==> config.mk <==
export PLATFORM = sky130hd
export DESIGN_NAME = frame_upset_compare
export DESIGN_NICKNAME = d
export VERILOG_FILES = /design/src/rtl/fuc_pkg.sv /design/src/rtl/frame_upset_compare.sv /design/src/rtl/fuc_ram.sv /design/src/rtl/fuc_seq.sv /design/src/rtl/fuc_cmp.sv /design/src/rtl/fuc_obuf.sv
export SDC_FILE = /design/constraint.sdc
export NUM_CORES = 2
export LEC_CHECK = 0
export ABC_CLOCK_PERIOD_IN_PS = 5200
export BUFFER_PORTS_ARGS = -buffer_cell sky130_fd_sc_hd__buf_2
export CAP_MARGIN = 5
export CORE_MARGIN = 5
export CORE_UTILIZATION = 60
export CTS_BUF_LIST = sky130_fd_sc_hd__clkbuf_8
export DETAILED_ROUTE_END_ITERATION = 6
export HOLD_SLACK_MARGIN = 0.08
export PLACE_DENSITY = 0.83
export SLEW_MARGIN = 25
export SYNTH_ARGS = -nofsm -noshare
export SYNTH_HDL_FRONTEND = slang
export SYNTH_SLANG_ARGS = --single-unit
==> constraint.sdc <==
create_clock -name clk -period 5.2 [get_ports clk]
set_input_delay 1.04 -clock clk [delete_from_list [all_inputs] [get_ports clk]]
set_output_delay 1.04 -clock clk [all_outputs]
set_load 0.005 [all_outputs]
==> src/rtl/fuc_pkg.sv <==
`default_nettype none
package fuc_pkg;

  localparam int FRAME_WORDS = 256;
  localparam int SLOT_W      = $clog2(FRAME_WORDS);
  localparam int WORD_W      = 16;
  localparam int INDEX_W     = 32;
  localparam int COUNT_W     = 32;
  localparam int SLOT_OUT_W  = 8;

  localparam logic [WORD_W-1:0] HEADER_MASK = 16'hfe00;
  localparam logic [WORD_W-1:0] DATA_MASK   = 16'h01ff;

  localparam logic EVT_UPSET  = 1'b0;
  localparam logic EVT_LENGTH = 1'b1;

  typedef struct packed {
    logic               valid;
    logic               code;
    logic [INDEX_W-1:0] index;
    logic [WORD_W-1:0]  word;
    logic [SLOT_W-1:0]  slot;
  } stage_t;

  typedef struct packed {
    logic                  code;
    logic [INDEX_W-1:0]    index;
    logic [WORD_W-1:0]     stored;
    logic [WORD_W-1:0]     arrived;
    logic [SLOT_OUT_W-1:0] slot;
    logic [COUNT_W-1:0]    upsets;
  } result_t;

endpackage
`default_nettype wire

==> src/rtl/frame_upset_compare.sv <==
// Datapath: an accepted word goes into the stage register as the reference RAM read is
// registered; the compare result beat then goes into the output buffer's head or skid.
// Throughput: one word per cycle while the output buffer has space; the reference RAM
// is read and rewritten at the same slot in the accept cycle, so it needs no interlock.
// Reset (synchronous, rst_n low) returns to seeking the first header and clears the
// counters; the reference RAM is not cleared, since every compared slot is filled first.
`default_nettype none
module frame_upset_compare (
  input  wire logic                           clk,
  input  wire logic                           rst_n,
  input  wire logic                           in_valid,
  output logic                                in_ready,
  input  wire logic [fuc_pkg::WORD_W-1:0]     in_data_word,
  output logic                                out_valid,
  input  wire logic                           out_ready,
  output logic                                out_event_code,
  output logic      [fuc_pkg::INDEX_W-1:0]    out_stream_index,
  output logic      [fuc_pkg::WORD_W-1:0]     out_stored_word,
  output logic      [fuc_pkg::WORD_W-1:0]     out_arrived_word,
  output logic      [fuc_pkg::SLOT_OUT_W-1:0] out_slot_number,
  output logic      [fuc_pkg::COUNT_W-1:0]    out_upsets_so_far
);
  import fuc_pkg::*;

  logic              ram_we;
  logic [SLOT_W-1:0] ram_addr;
  logic [WORD_W-1:0] ram_wdata;
  logic [WORD_W-1:0] ram_rdata;
  stage_t            stage;
  logic              res_valid;
  result_t           res;
  result_t           out_beat;
  logic [1:0]        space;

  assign in_ready = space > {1'b0, stage.valid};

  fuc_seq u_seq (
    .clk          (clk),
    .rst_n        (rst_n),
    .in_valid     (in_valid),
    .in_ready     (in_ready),
    .in_data_word (in_data_word),
    .ram_we       (ram_we),
    .ram_addr     (ram_addr),
    .ram_wdata    (ram_wdata),
    .stage        (stage)
  );

  fuc_ram #(
    .WIDTH (WORD_W),
    .DEPTH (FRAME_WORDS)
  ) u_ram (
    .clk   (clk),
    .we    (ram_we),
    .addr  (ram_addr),
    .wdata (ram_wdata),
    .rdata (ram_rdata)
  );

  fuc_cmp u_cmp (
    .clk       (clk),
    .rst_n     (rst_n),
    .stage     (stage),
    .ram_rdata (ram_rdata),
    .res_valid (res_valid),
    .res       (res)
  );

  fuc_obuf u_obuf (
    .clk       (clk),
    .rst_n     (rst_n),
    .enq_valid (res_valid),
    .enq       (res),
    .out_ready (out_ready),
    .out_valid (out_valid),
    .out_beat  (out_beat),
    .space     (space)
  );

  assign out_event_code    = out_beat.code;
  assign out_stream_index  = out_beat.index;
  assign out_stored_word   = out_beat.stored;
  assign out_arrived_word  = out_beat.arrived;
  assign out_slot_number   = out_beat.slot;
  assign out_upsets_so_far = out_beat.upsets;

endmodule
`default_nettype wire

==> src/rtl/fuc_ram.sv <==
`default_nettype none
module fuc_ram #(
  parameter int WIDTH = 16,
  parameter int DEPTH = 256
) (
  input  wire logic                     clk,
  input  wire logic                     we,
  input  wire logic [$clog2(DEPTH)-1:0] addr,
  input  wire logic [WIDTH-1:0]         wdata,
  output logic      [WIDTH-1:0]         rdata
);

  logic [WIDTH-1:0] mem_r [DEPTH];
  logic [WIDTH-1:0] rdata_r;

  // Read-first: the read returns the entry as it was before this cycle's write.
  always_ff @(posedge clk) begin
    if (we) begin
      mem_r[addr] <= wdata;
    end
    rdata_r <= mem_r[addr];
  end

  assign rdata = rdata_r;

endmodule
`default_nettype wire

==> src/rtl/fuc_seq.sv <==
`default_nettype none
module fuc_seq (
  input  wire logic                          clk,
  input  wire logic                          rst_n,
  input  wire logic                          in_valid,
  input  wire logic                          in_ready,
  input  wire logic [fuc_pkg::WORD_W-1:0]    in_data_word,
  output logic                               ram_we,
  output logic      [fuc_pkg::SLOT_W-1:0]    ram_addr,
  output logic      [fuc_pkg::WORD_W-1:0]    ram_wdata,
  output fuc_pkg::stage_t                    stage
);
  import fuc_pkg::*;

  localparam logic [1:0] PH_SEEK = 2'd0;
  localparam logic [1:0] PH_FILL = 2'd1;
  localparam logic [1:0] PH_WAIT = 2'd2;
  localparam logic [1:0] PH_CMP  = 2'd3;

  localparam logic [SLOT_W-1:0] SLOT_LAST = SLOT_W'(FRAME_WORDS - 1);

  logic [1:0]         phase_r, phase_nxt;
  logic [SLOT_W-1:0]  slot_r, slot_nxt;
  logic [SLOT_W-1:0]  dist_r, dist_nxt;
  logic [INDEX_W-1:0] pos_r, pos_nxt;
  stage_t             stage_r, stage_nxt;

  logic              acc;
  logic              is_hdr;
  logic              slot_last;
  logic [SLOT_W-1:0] slot_inc;
  logic [SLOT_W-1:0] dist_inc;

  always_comb begin
    acc       = in_valid & in_ready;
    is_hdr    = (in_data_word & HEADER_MASK) == HEADER_MASK;
    slot_last = slot_r == SLOT_LAST;
    slot_inc  = slot_last ? '0 : slot_r + 1'b1;
    dist_inc  = (dist_r == SLOT_LAST) ? '0 : dist_r + 1'b1;

    phase_nxt = phase_r;
    slot_nxt  = slot_r;
    dist_nxt  = dist_r;
    pos_nxt   = pos_r;
    ram_we    = 1'b0;

    stage_nxt.valid = 1'b0;
    stage_nxt.code  = EVT_UPSET;
    stage_nxt.index = pos_r;
    stage_nxt.word  = in_data_word;
    stage_nxt.slot  = slot_r;

    if (acc) begin
      pos_nxt = pos_r + 1'b1;
      case (phase_r)
        PH_SEEK: begin
          if (is_hdr) begin
            ram_we    = 1'b1;
            dist_nxt  = '0;
            slot_nxt  = SLOT_W'(1);
            phase_nxt = PH_FILL;
          end
        end
        PH_FILL: begin
          dist_nxt = dist_inc;
          ram_we   = 1'b1;
          slot_nxt = slot_inc;
          if (slot_last) begin
            phase_nxt = PH_WAIT;
          end
        end
        PH_WAIT: begin
          dist_nxt = dist_inc;
          if (is_hdr) begin
            ram_we          = 1'b1;
            slot_nxt        = SLOT_W'(1);
            phase_nxt       = PH_CMP;
            stage_nxt.valid = dist_inc != '0;
            stage_nxt.code  = EVT_LENGTH;
          end
        end
        PH_CMP: begin
          dist_nxt        = dist_inc;
          ram_we          = 1'b1;
          stage_nxt.valid = 1'b1;
          slot_nxt        = slot_inc;
          if (slot_last) begin
            phase_nxt = PH_WAIT;
          end
        end
        default: begin
          phase_nxt = PH_SEEK;
        end
      endcase
    end
  end

  always_ff @(posedge clk) begin
    if (!rst_n) begin
      phase_r       <= PH_SEEK;
      slot_r        <= '0;
      dist_r        <= '0;
      pos_r         <= '0;
      stage_r.valid <= 1'b0;
    end else begin
      phase_r <= phase_nxt;
      slot_r  <= slot_nxt;
      dist_r  <= dist_nxt;
      pos_r   <= pos_nxt;
      stage_r <= stage_nxt;
    end
  end

  assign ram_addr  = slot_r;
  assign ram_wdata = in_data_word;
  assign stage     = stage_r;

endmodule
`default_nettype wire

==> src/rtl/fuc_cmp.sv <==
`default_nettype none
module fuc_cmp (
  input  wire logic                       clk,
  input  wire logic                       rst_n,
  input  wire fuc_pkg::stage_t            stage,
  input  wire logic [fuc_pkg::WORD_W-1:0] ram_rdata,
  output logic                            res_valid,
  output fuc_pkg::result_t                res
);
  import fuc_pkg::*;

  logic [COUNT_W-1:0] count_r, count_nxt;
  logic               mismatch;
  logic [31:0]        slot_wide;

  always_comb begin
    mismatch  = (stage.code == EVT_UPSET) &&
                ((stage.word & DATA_MASK) != (ram_rdata & DATA_MASK));
    count_nxt = count_r;
    if (stage.valid && mismatch && (count_r != '1)) begin
      count_nxt = count_r + 1'b1;
    end
    slot_wide = 32'(stage.slot);

    res_valid   = stage.valid && ((stage.code == EVT_LENGTH) || mismatch);
    res.code    = stage.code;
    res.index   = stage.index;
    res.stored  = (stage.code == EVT_LENGTH) ? '0 : ram_rdata;
    res.arrived = stage.word;
    res.slot    = (stage.code == EVT_LENGTH) ? '0 : slot_wide[SLOT_OUT_W-1:0];
    res.upsets  = count_nxt;
  end

  always_ff @(posedge clk) begin
    if (!rst_n) begin
      count_r <= '0;
    end else begin
      count_r <= count_nxt;
    end
  end

endmodule
`default_nettype wire

==> src/rtl/fuc_obuf.sv <==
`default_nettype none
module fuc_obuf (
  input  wire logic              clk,
  input  wire logic              rst_n,
  input  wire logic              enq_valid,
  input  wire fuc_pkg::result_t  enq,
  input  wire logic              out_ready,
  output logic                   out_valid,
  output fuc_pkg::result_t       out_beat,
  output logic [1:0]             space
);
  import fuc_pkg::*;

  result_t head_r, skid_r;
  logic    head_vld_r, skid_vld_r;
  logic    pop;

  assign pop = head_vld_r & out_ready;

  // The skid entry takes a beat while the head entry is stalled, or when it refills as its own beat moves to the head.
  always_ff @(posedge clk) begin
    if (!rst_n) begin
      head_vld_r <= 1'b0;
      skid_vld_r <= 1'b0;
    end else if (pop) begin
      if (skid_vld_r) begin
        head_r     <= skid_r;
        skid_r     <= enq;
        skid_vld_r <= enq_valid;
      end else begin
        head_r     <= enq;
        head_vld_r <= enq_valid;
      end
    end else if (!head_vld_r) begin
      head_r     <= enq;
      head_vld_r <= enq_valid;
    end else if (enq_valid) begin
      skid_r     <= enq;
      skid_vld_r <= 1'b1;
    end
  end

  assign out_valid = head_vld_r;
  assign out_beat  = head_r;
  assign space     = 2'd2 - {1'b0, head_vld_r} - {1'b0, skid_vld_r} + {1'b0, pop};

endmodule
`default_nettype wire

## Word-level counts from Yosys, hierarchy flattened

Memories as Yosys holds them, arrays and structs flattened. A register that Yosys moved wholly into a read port is not among the register bits.
Cells that the tools add are included.

- Input bits: 20
- Register bits: 352
- Memory bits (writable): 4,096
- Logic and storage cells: 105
- Memories kept: 1
- Output and inout port bits: 107

- Add/sub/neg operators: 7
- Reductions and logical operators: 20
- Bitwise gates (word level): 3
- Eq/ne operators: 15
- Muxes and demuxes: 34
- Magnitude comparators: 1

Memory list:

| name | words | bits a word | read ports | clocked after Yosys merged registers in | wr ports | RTL line | RTL |
|---|---|---|---|---|---|---|---|
| u_ram.mem_r | 256 | 16 | 1 | 1 | 1 | fuc_ram.sv:13 | `logic [WIDTH-1:0] mem_r [DEPTH];` |

Operator list:

| kind | number |
|---|---|
| $mux W105 | 7 |
| $add A32 B1 Y32 const B | 2 |
| $mux W8 | 5 |
| $mux W32 | 1 |
| $ne A32 B32 Y1 const B | 1 |
| $pmux W8 S2 | 2 |
| $add A8 B1 Y8 const B | 2 |
| $eq A8 B8 Y1 const B | 2 |
| $mux W16 | 1 |
| $reduce_and A2 Y1 | 6 |
| $mux W1 | 11 |
| $ne A2 B1 Y1 const B | 5 |
| $ne A9 B9 Y1 | 1 |
| $mux W2 | 4 |
| $reduce_and A4 Y1 | 2 |
| $reduce_bool A8 Y1 | 1 |
| $eq A7 B7 Y1 const B | 1 |
| $pmux W2 S3 | 1 |
| $eq A2 B2 Y1 const B | 2 |
| $logic_and A1 B1 Y1 | 4 |
| $ne A2 B2 Y1 const B | 2 |
| $pmux W1 S2 | 2 |
| $reduce_bool A2 Y1 | 2 |
| $reduce_or A2 Y1 | 2 |
| 10 further kinds | 11 |

## Depth between registers and ports, before layout

- Word-level depth: 8
- Gate-level depth with buffers: 11
- Gate-level depth less buffers: 9

## Modules after synthesis

From an unflattened synthesis, not the netlist that was laid out.

- Cell total of the unflattened synthesis: 7,773
- Area, all modules: 170,383.4 sq um

Modules (own cells, without submodules):

| module | cells an instance | instances | area an instance (sq um) |
|---|---|---|---|
| fuc_ram | 6,727 | 1 | 155,399.0 |
| fuc_obuf | 348 | 1 | 7,935.1 |
| fuc_seq | 386 | 1 | 4,441.8 |
| fuc_cmp | 309 | 1 | 2,583.7 |
| frame_upset_compare | 3 | 1 | 23.8 |

## Least setup slack after synthesis

Ideal clock, no wire load.

- Path type: input-to-reg
- Start point: input out_ready
- End point: register u_obuf.skid_r[0] (netlist name) (enable)
- Path buffers: 2
- Arrival time: 4.083 ns
- Setup time: 0.476 ns
- Stages: 5
- Slack: 0.641 ns
- Cells stage by stage: nand3_1 -> clkbuf_1 -> clkbuf_1 -> o21ai_0 -> and2_1

- Word-level cells in the longest chain between the ends: 3

Ends and longest elaborated chain:

| element | RTL line | RTL |
|---|---|---|
| from (decl) | frame_upset_compare.sv:15 | `input wire logic out_ready,` |
| $and A1 B1 Y1 (*) | fuc_obuf.sv:18 | `assign pop = head_vld_r & out_ready;` |
| $ne A2 B1 Y1 (no line) / $reduce_bool A2 Y1 (equally long branches) | -- |  |
| $reduce_and A4 Y1 (no line) (*) | -- |  |
| to (signal assigned) | fuc_obuf.sv:28 | `skid_r <= enq;` |
| to (signal assigned) | fuc_obuf.sv:38 | `skid_r <= enq;` |
| to (decl) | fuc_obuf.sv:14 | `result_t head_r, skid_r;` |

Mark *: on every way between the ends. The rest lies on a longest branch, timed or not.
A chain may end at the register's enable or synchronous reset.

==> out/results.txt <==
initial antenna violation count = 30
Die Wd = 541 µm
Resized cells post-CTS = 0
routability cong. = 0.9543
Slowest cell on crit path = dfxtp_4
final wirelength = 442.6 mm
WS Path Type = reg2reg
clk buf depth = 4
status = finished with violations
Slew HR = 0.1186
root buf cell = clkbuf_8
Max-Cap Viols = 0
register share of total power = 0.587
worst min-delay path class = in2reg
Tmin final = 4.409 ns
RSZ-0062 raised after global routing = false
Sum Neg Setup Slack = 0 ns
area delta synth->final = 12.01%
Seq/Total Area, Yosys = 0.7864
Num CTS Buffers = 659
# nets final = 8676
core area = 281600 µm²
die height = 541 µm
Max VDD drop = 226.7 µV
net count after synthesis = 7868
final hold violations = 0
CTS tree = yes
EDFF count, synth = 4363
skew final = 0.09509 ns
Synth async-reset ratio = 0
Initial DRT Pass Iterations = 7
Crit path arrival time = 5.34 ns
Worst Hold Margin = 0.2633 ns
Leak = 59.51 nW
count of pins over their slew limit = 0
Max Fclk = 0.2268 GHz
Synth top area share = 0.7744
first-pass GRT wire length = 631.2 mm
prevailing post-synth register cell = edfxtp_1
sw power = 14.29 mW
die area = 292700 µm²
power share of the clock group = 0.398
failing checks = DRC
CTS Sinks = 4464
clock latency on the worst-skew pair = 1.08 ns
standard-cell rows = 195
Req. time, crit path = 6.13 ns
Post-CTS Hold Fix Bufs = 0
wire per inst = 34.18 µm
power per cell area = 355.3 nW/µm²
DRC Markers = 23
Comb power frac = 0.015
Finished Layout Cells = 12950
critical-path cell list = buf_12 -> buf_12 -> buf_4 -> mux4_2 -> a22oi_1 -> a21oi_1 -> nor4_1 -> buf_4 -> nor2_1 -> or4_1
area of the mapped netlist = 169200 µm²
vias in the first global route = 88590
Clock transition at path regs = 0.07 ns
largest net degree at the start of global routing = 183
post-synthesis cell count = 7839
Worst setup SP type = register
post-route ant nets = 0
H-tree depth = 6
GR Util All Layers = 0.3000
total grt overflow = 0
Ports = 127
synth top area cells = edfxtp_1, mux4_2, a22oi_1
crit-path max FO = 34
Synth area leader = edfxtp_1
Syn Area/Cell = 21.58 µm²
Initial DRC Count = 17510
CP max stage delay = 0.61 ns
Sw Share = 0.2123
Syn. warnings = 0
vias = 90170
CP endpoint kind = register
Initial Utilization = 0.6009
Finished Core Util = 0.6730
# setup viols final = 0
Slew @ Worst Pin = 1.322 ns
DP Wirelength = 254.3 mm
internal power = 53.04 mW
register bit count reported by yosys = 4464
post-CTS setup buffer count = 0
Placed Cells incl. Taps = 11730
share of cells above drive strength 1 = 0.2777
Final Cycle Share = 0.8478
via/cell ratio = 6.963
FILL cells = 16040
post-synthesis cell type count = 51
I/O Buffers = 126
[path summary, 6_finish.rpt]
kind	start	endpoint	slack (ns)	cells past startpoint
max reg2reg	u_seq.ram_addr[0]	u_ram.rdata[9]	0.79	10
max	u_seq.ram_addr[0]	u_ram.rdata[9]	0.79	10
min reg2reg	u_seq.pos_r[19]	u_seq.stage[43]	0.44	0
min	in_data_word[12]	u_ram.mem_r[24][12]	0.26	1
[area by class of cell]
class                      count  area, µm²  share of cell area
sequential                  4464     133100              0.7022
multi-input combinational   2889      34280              0.1809
timing repair buffer         609       5047             0.02664
antenna                       34      85.08           0.0004490
clock inverter               503       2844             0.01501
clock buffer                 684       9414             0.04968
inverter                      24      90.09           0.0004754
tap                         3743       4683             0.02472
[flip-flops by register name (all words and copies together), names as in the netlist]
signal,count
u_seq.phase_r,2
u_obuf.skid_r,105
u_obuf.skid_vld_r,1
u_ram.mem_r,4096
u_obuf.out_valid,1
u_obuf.out_beat,105
u_seq.dist_r,8
u_cmp.count_r,32
u_seq.ram_addr,8
u_ram.rdata,16
u_seq.pos_r,32
u_seq.stage,58
[metrics by stage]
stage	total power [mW]	setup WS (ns)	cell area, µm²
finish	67.33	0.7913	189500
global route	69.34	0.7546	189400
CTS	67.45	0.9372	189300
detailed placement	41.30	0.5453	177100
global placement	41.24	0.6109	177100
floorplan	40.46	0.6411	169200
[placed cells by master, fill, tap and decap left out, drive strengths merged, types with 5 or more instances in the layout]
cell type / instances
a31oi: 7
nand4b: 5
nand4: 28
nand3: 41
a22oi: 513
dfxtp: 101
o21ai: 27
clkbuf: 684
and2: 55
or4: 17
bufinv: 21
nor2: 362
ha: 8
xor2: 20
diode: 34
nand2b: 6
mux2: 43
nand2: 202
and3: 15
edfxtp: 4363
nor2b: 43
and4: 10
buf: 609
nor3: 11
clkinvlp: 14
xnor2: 45
a21boi: 16
mux4: 1024
inv: 243
nor4: 75
a21oi: 269
clkinv: 249
or3: 19
[logic make-up after synthesis]
| family | Yosys count | share of synthesized area |
|---|---|---|
| AO/OA/AOI/OAI | 848 | 0.03325 |
| adder cells (fa/ha/maj) | 9 | 0.0007100 |
| buffers and inverters | 486 | 0.01208 |
| multiplexers | 1071 | 0.1394 |
| AND/OR/NAND/NOR | 896 | 0.02480 |
| flip-flops | 4464 | 0.7864 |
| XOR/XNOR | 65 | 0.003365 |
[power by group through the flow]
stage / clock network, mW / registers [mW] / logic, mW
after CTS: 26.9 / 39.6 / 0.991
final: 26.8 / 39.6 / 1.00
after global routing: 28.8 / 39.5 / 1.04
after global placement: 0 / 40.3 / 0.931
after detailed placement: 0 / 40.3 / 0.991
after floorplan: 0 / 40.3 / 0.150
[critical path: cells and delay by family (launching register included)]
kind / cells / cell delay (ns)
buffers and inverters: 4 / 1.31
multiplexers: 1 / 0.56
flip-flops: 1 / 0.61
AND/OR/NAND/NOR: 3 / 1.15
AO/OA/AOI/OAI: 2 / 0.56
[synthesized netlist by cell type (11+ instances only)]
library cell,count
a21boi_0,15
a21oi_1,269
nand3_1,41
nand2_1,202
nand4_1,28
xor2_1,20
or4_1,17
buf_1,68
edfxtp_1,4363
nor2b_1,43
mux4_2,1024
buf_4,27
nor4_1,75
nor2_1,362
or3_1,19
xnor2_1,45
mux2_2,43
a22oi_1,513
and2_1,54
dfxtp_1,101
o21ai_0,25
nor3_1,11
inv_1,24
buf_2,82
clkbuf_1,283
and3_1,15
[per-layer routing]
metal / routed length (µm) / vias to the layer above / GRT usage
met1: 146700 / 45090 / 0.4091
met5: 276 / - / 0.005261
met2: 203100 / 9033 / 0.4470
met3: 67310 / 1411 / 0.09221
met4: 25180 / 14 / 0.1499
li1: - / 34620 / -
(Power assumes the default switching activity.)
